--- src/rtl/ssnt_pkg.sv ---
// shared types, sizes and op codes for the sorted sparse noise table
// no dependencies; used by the top level and ssnt_cmp
package ssnt_pkg;

  localparam int unsigned DEPTH   = 256;
  localparam int unsigned ADDR_W  = $clog2(DEPTH);
  localparam int unsigned CNT_W   = ADDR_W + 1;
  localparam int unsigned ID_BITS = 16;
  localparam int unsigned NZ_W    = 16;
  localparam int unsigned SUM_W   = 32;

  localparam logic [1:0] OP_CLEAR  = 2'd0;
  localparam logic [1:0] OP_INSERT = 2'd1;
  localparam logic [1:0] OP_QUERY  = 2'd2;
  localparam logic [1:0] OP_NOP    = 2'd3;

  localparam logic [NZ_W-1:0] NOISE_PER_UNIT_RST = NZ_W'(1024);

  // one stored entry, id in the upper bits
  typedef struct packed {
    logic [ID_BITS-1:0] id;
    logic [NZ_W-1:0]    noise;
  } entry_t;

  localparam int unsigned ENTRY_W = $bits(entry_t);

  // status from the shared compare unit
  typedef struct packed {
    logic go_right;
    logic id_eq;
  } cmp_res_t;

endpackage

--- src/rtl/ssnt_cmp.sv ---
// shared compare unit for the binary search and the final id check
// depends on ssnt_pkg
module ssnt_cmp (
  input  ssnt_pkg::entry_t   entry_i,
  input  ssnt_pkg::entry_t   key_i,
  input  logic               tie_noise_i,
  output ssnt_pkg::cmp_res_t res_o
);

  logic id_lt;
  logic id_eq;
  logic nz_le;

  assign id_lt = entry_i.id < key_i.id;
  assign id_eq = entry_i.id == key_i.id;
  assign nz_le = entry_i.noise <= key_i.noise;

  // insert search also orders equal ids by noise
  always_comb begin
    res_o.id_eq    = id_eq;
    res_o.go_right = id_lt | (tie_noise_i & id_eq & nz_le);
  end

endmodule

--- config.mk ---
export PLATFORM = sky130hd
export DESIGN_NAME = ssnt_cmp
export DESIGN_NICKNAME = d
export VERILOG_FILES = /design/src/rtl/ssnt_pkg.sv /design/src/rtl/ssnt_cmp.sv
export SDC_FILE = /design/constraint.sdc
export NUM_CORES = 1
export LEC_CHECK = 0
export ABC_CLOCK_PERIOD_IN_PS = 2500
export BUFFER_PORTS_ARGS = -buffer_cell sky130_fd_sc_hd__buf_2
export CAP_MARGIN = 10
export CORE_ASPECT_RATIO = 1.1
export CORE_MARGIN = 4
export CORE_UTILIZATION = 45
export DETAILED_ROUTE_END_ITERATION = 8
export PLACE_DENSITY = 0.95
export SLEW_MARGIN = 20
export SYNTH_ARGS = -nofsm -noshare
export SYNTH_HDL_FRONTEND = slang
export SYNTH_SLANG_ARGS = --single-unit
--- constraint.sdc ---
create_clock -name vclk -period 2.5
set_input_delay 0 -clock vclk [all_inputs]
set_output_delay 0 -clock vclk [all_outputs]
set_load 0.02 [all_outputs]
==> summary.md, run 1 <==
| Metric | Value |
|---|---|
| Status | `completed` |
| IO Port Bufs | `67` |
| Worst-margin pin slew | `0.360 ns` |
| Total gr overflow | `0` |
| Setup-failing EPs final | `0` |
| Setup TNS | `0 ns` |
| Die extent in y | `52.7 µm` |
| Final wirelength | `2.28 mm` |
| Routed WL per cell | `11.5 µm` |
| DIE WIDTH | `48.6 µm` |
| ANT nets after route | `0` |
| Vias in the first global route | `1071` |
| CP max-delay cell | `nor4_1` |
| Worst Setup End Kind | `output pin` |
| Seq cells | `0` |
| Mapped Cells | `115` |
| Post-CTS sizing | `0` |
| Crit-path max cell delay | `0.41 ns` |
| Share of layout cells above drive strength 1 | `0.376` |
| Critical-path cell list | `buf_2, inv_1, ha_1, nand4_1, nor4_1, a21boi_1, o31a_1, o21ai_1, buf_2` |
| Critical Path Fanout Max | `3` |
| Buffers and inverters on the worst path | `3` |
| Power Density | `142 nW/µm²` |
| Via count | `1022` |
| Avg Synthesized Cell Area | `7.09 µm²` |
| DRT iter0 DRCs | `8` |
| Slew Limit Fails | `0` |
| Crit path kind | `input port to output pin` |
| Fmax | `0.626 GHz` |
| Hold Startpoint | `tie_noise_i` |
| RSZ-0062 raised after global routing | `false` |
| First-pass GRT wire length | `3.86 mm` |
| Initial Util | `0.500` |
| Syn nets | `212` |
| Critical path launch point type | `input port` |
| Hold buffer count at cts | `0` |
| Minimum clock period | `1.60 ns` |
| Endpoints failing hold | `0` |
| Register area share after synthesis | `0` |
| P_leak | `0.769 nW` |
| Drt pass-1 iters | `4` |
| Rows | `15` |
| Post-Place Cell Area | `1160 µm²` |
| Layout area overhead | `42.8%` |
| Initial antenna violation count | `0` |
| Crit path max-delay family | `simple AND/OR/NAND/NOR gates` |
| Final Cycle Share | `0.639` |
| Post-CTS setup buffer count | `0` |
| Final Cell Area | `1160 µm²` |
| DP HPWL | `2.19 mm` |
| Layout Nets | `280` |
| Largest net degree at the start of global routing | `4` |
| # IOs | `67` |
| Worst Hold Class | `input port to output pin` |
| Hold endpoint | `res_o[1]` |
| Gr usage total | `0.175` |
| Placeable core area | `1630 µm²` |
| Yosys Warn Count | `0` |
| Post-synth cell types | `20` |
| Crit-path most repeated cell | `buf_2` |
| Worst path arrival time | `1.60 ns` |
| GP Congestion | `0.802` |
| Worst slew margin | `0.758` |
| Via density | `5.16` |
| Hold Crit Depth | `4` |
| Die area | `2560 µm²` |
| Netlist Area Pre-Place | `816 µm²` |
| Antenna diode count | `0` |
| Worst path required time | `2.50 ns` |
| CLK BUF | `0` |
| Max cap viols | `0` |
| Sequential Area | `0 µm²` |
| IR drop worst, VDD | `0.0794 mV` |
| Drc violations | `0` |
| Fill count | `154` |
[metrics by stage]
| step | worst slack [ns] | power, W | util | hold slack, ns | cells |
|---|---|---|---|---|---|
| final | 0.903 | 0.000165 | 0.713 | 0.341 | 198 |
| after CTS | 0.914 | 0.000167 | 0.713 | 0.347 | 198 |
| after floorplan | 1.04 | 0.0000906 | - | 0.171 | 115 |
| after global routing | 0.811 | 0.000191 | 0.713 | 0.364 | 198 |
| after global placement | 0.948 | 0.000153 | 0.713 | 0.345 | 198 |
| after detailed placement | 0.922 | 0.000166 | 0.713 | 0.345 | 198 |
[cell usage after synthesis]
master    count  area, µm²
a221o_1       1       10.0
a21boi_1      1       7.51
nor2b_1       2       12.5
nor4_1        1       6.26
nand4_1       4       25.0
a21o_1        2       15.0
a21oi_2       1       8.76
and4_1        3       26.3
nand2_1       8       30.0
o21ai_1       1       5.00
nand3b_1      1       7.51
buf_4         1       7.51
a21oi_1      13       65.1
o211ai_1      3       22.5
ha_1         32        400
o31a_1        1       8.76
o21ai_0       3       15.0
inv_1        32        120
nor2_1        2       7.51
nand3_1       3       15.0
[cells by family (layout without fill, tap and decap cells)]
family	Yosys count	count (layout)	share of synthesized area
AND/OR/NAND/NOR	24	24	0.160
buffers and inverters	33	99	0.156
adder cells (fa/ha/maj)	32	32	0.491
AO/OA/AOI/OAI	26	26	0.193
[cell type report]
class | count | area (µm²) | area share
tap | 17 | 21.3 | 0.0183
timing repair buffer | 67 | 335 | 0.288
inverter | 32 | 120 | 0.103
multi-input combinational | 82 | 688 | 0.591
[worst max-delay path by stage]
stage	startpoint	end	slack [ns]	cells past startpoint
global route	key_i[14]	res_o[1]	0.81	9
detailed placement	key_i[14]	res_o[1]	0.92	9
CTS	key_i[14]	res_o[1]	0.91	9
finish	key_i[14]	res_o[1]	0.90	9
global placement	entry_i[14]	res_o[1]	0.95	8
floorplan	key_i[14]	res_o[1]	1.04	7
[per-layer routing]
layer | vias to the layer above | GRT usage | routed length [µm] | share of wire
li1 | 531 | - | - | -
met1 | 447 | 0.167 | 769 | 0.34
met2 | 38 | 0.383 | 1320 | 0.58
met3 | 6 | 0.0142 | 137 | 0.060
met4 | 0 | 0.0583 | 56 | 0.025
met5 | - | 0 | 0 | 0
[power by group]
part | switching, W | internal (W)
combinational | 0.0000762 | 0.0000888
sequential | 0 | 0
clock | 0 | 0
total | 0.0000762 | 0.0000888
[placed cells by master (no fill, tap or decap)]
master,count
nand4_1,4
o31a_1,1
o21ai_0,3
a21oi_2,1
a21boi_1,1
nand3b_1,1
nor2b_1,2
a221o_1,1
nor4_1,1
o211ai_1,3
nand3_1,3
and4_1,3
inv_1,32
nand2_1,8
nor2_1,2
o21ai_1,1
ha_1,32
a21oi_1,13
a21o_1,2
buf_2,67
(Power assumes the default switching activity.)
==> run 2, diff against run 1 <==
- ABC_CLOCK_PERIOD_IN_PS: 2500 -> 1500
- CORE_UTILIZATION: 45 -> 41
- PLACE_DENSITY: 0.95 -> 0.91
- clock period: 2.5 -> 1.5 ns (I/O delays scaled with it)
==> run 2 against run 1 <==
Worst hold slack gained 0.0027 ns. Global-route usage shrank 0.18 points. Non-clock buffer count grew 3. Total power grew 110%. Worst setup slack lost 0.86 ns. First-iteration DRC count shrank 13%. Die area grew 8.2%. Routed wire length grew 16%. Largest cell class unchanged. Largest power group unchanged.
==> summary.md, run 2 (synthesized netlist as in run 1, its figures left out) <==
| Metric | Value |
|---|---|
| Status | `completed (unchanged)` |
| Worst Hold Class | `input port to output pin (unchanged)` |
| Post-Place Cell Area | `1190 µm² (was 1160 µm²)` |
| Slew Limit Fails | `0 (unchanged)` |
| Worst-margin pin slew | `0.205 ns (was 0.360 ns)` |
| Placeable core area | `1840 µm² (was 1630 µm²)` |
| Hold Crit Depth | `4 (unchanged)` |
| P_leak | `0.790 nW (was 0.769 nW)` |
| Most frequent cells in the layout | `65 x buf_2, 27 x inv_1, 23 x ha_1, 11 x a21oi_1, 8 x ha_4 (was 67 x buf_2, 32 x inv_1, 32 x ha_1, 13 x a21oi_1, 8 x nand2_1)` |
| Worst Setup End Kind | `output pin (unchanged)` |
| Sequential Area | `0 µm² (unchanged)` |
| DRT iter0 DRCs | `7 (was 8)` |
| Via count | `1047 (was 1022)` |
| Area taken by multi-input logic gates | `827 µm² (was 688 µm²)` |
| Most common cell after layout, fill and taps aside | `buf_2 (unchanged)` |
| Hold buffer count at cts | `0 (unchanged)` |
| Antenna diode count | `0 (unchanged)` |
| Final Cycle Share | `0.970` |
| Seq cells | `0 (unchanged)` |
| Rows | `16 (was 15)` |
| Crit path kind | `input port to output pin (unchanged)` |
| Die extent in y | `54.8 µm (was 52.7 µm)` |
| Endpoints failing hold | `0 (unchanged)` |
| Initial Util | `0.443 (was 0.500)` |
| Routed WL per cell | `12.5 µm (was 11.5 µm)` |
| Worst path arrival time | `1.46 ns (was 1.60 ns)` |
| First-pass GRT wire length | `3.82 mm (was 3.86 mm)` |
| # IOs | `67 (unchanged)` |
| DIE WIDTH | `50.5 µm (was 48.6 µm)` |
| Fill count | `156 (was 154)` |
| Drc violations | `0 (unchanged)` |
| Non-Filler Instances | `211 (was 198)` |
| Via density | `4.96 (was 5.16)` |
| Share of layout cells above drive strength 1 | `0.489 (was 0.376)` |
| IO Port Bufs | `67 (unchanged)` |
| Max cap viols | `0 (unchanged)` |
| Critical Path Fanout Max | `2 (was 3)` |
| Layout area overhead | `65.2% (was 42.8%)` |
| Setup TNS | `0 ns (unchanged)` |
| Vias in the first global route | `1037 (was 1071)` |
| Worst slew margin | `0.862 (was 0.758)` |
| DP HPWL | `2.28 mm (was 2.19 mm)` |
| Placed instance count | `210 (was 198)` |
| RSZ-0062 raised after global routing | `true (was false)` |
| Minimum clock period | `1.46 ns` |
| Largest net degree at the start of global routing | `4 (unchanged)` |
| Critical path launch point type | `input port (unchanged)` |
| Final wirelength | `2.65 mm (was 2.28 mm)` |
| Power Density | `257 nW/µm² (was 142 nW/µm²)` |
| Fmax | `0.687 GHz` |
| Gr usage total | `0.174 (was 0.175)` |
| Final Cell Area | `1350 µm² (was 1160 µm²)` |
| Total gr overflow | `0 (unchanged)` |
| ANT nets after route | `0 (unchanged)` |
| IR drop worst, VDD | `0.149 mV (was 0.0794 mV)` |
| CLK BUF | `0 (unchanged)` |
| Layout Nets | `283 (was 280)` |
| Die area | `2770 µm² (was 2560 µm²)` |
| Initial antenna violation count | `0 (unchanged)` |
| GP Congestion | `0.774 (was 0.802)` |
| Setup-failing EPs final | `0 (unchanged)` |
| Worst path required time | `1.50 ns (was 2.50 ns)` |
| Drt pass-1 iters | `4 (unchanged)` |
| Worst hold margin | `0.344 ns (was 0.341 ns)` |
-- run 2: changes by cell type in the layout (fill, tap and decap cells not counted), sizes merged --
cell,previous run,this run
buf,67,70
-- run 2: through the flow --
step	utilization	setup slack [ns]	power (W)
3_3_place_gp	0.647	-0.0639	0.000261
4_1_cts	0.679	0.000817	0.000308
5_1_grt	0.732	-0.0143	0.000392
3_5_place_dp	0.647	-0.0914	0.000286
2_1_floorplan	-	0.0391	0.000151
6_report	0.732	0.0450	0.000347
-- run 2: power breakdown --
group / internal [W] / switching, W
logic: 0.000186 / 0.000160
clock network: 0 / 0
registers: 0 / 0
total: 0.000186 / 0.000160
-- run 2: what timing repair did --
| action | 4_1_cts | 5_1_grt |
|---|---|---|
| setup endpoints to repair | 1 | 1 |
| buffers inserted | 1 | 0 |
| endpoints found under the hold margin | 0 | 0 |
| pin swaps | 4 | 5 |
| gates resized for setup | 8 | 16 |
-- run 2: metal layers --
layer,GRT usage,part of all wire
met1,0.157,0.33
met2,0.391,0.58
met3,0.0136,0.057
met4,0.0717,0.031
met5,0,0
-- run 2: area by class of cell --
cell class / count / area share
Tap cell: 27 / 0.0251
Timing Repair Buffer: 70 / 0.272
Inverter: 32 / 0.0891
Multi-Input combinational cell: 82 / 0.614
-- run 2: final timing paths --
kind,startpoint,end,slack [ns]
max,entry_i[8],res_o[1],0.04
min,tie_noise_i,res_o[1],0.34
-- run 2: worst max-delay path, cell delays in order --
cell and delay, ns:
buf_2 0.10, ha_1 0.28, nand4_1 0.18, nor2_1 0.06
a221o_1 0.29, o31a_1 0.25, o21ai_1 0.14, buf_4 0.16
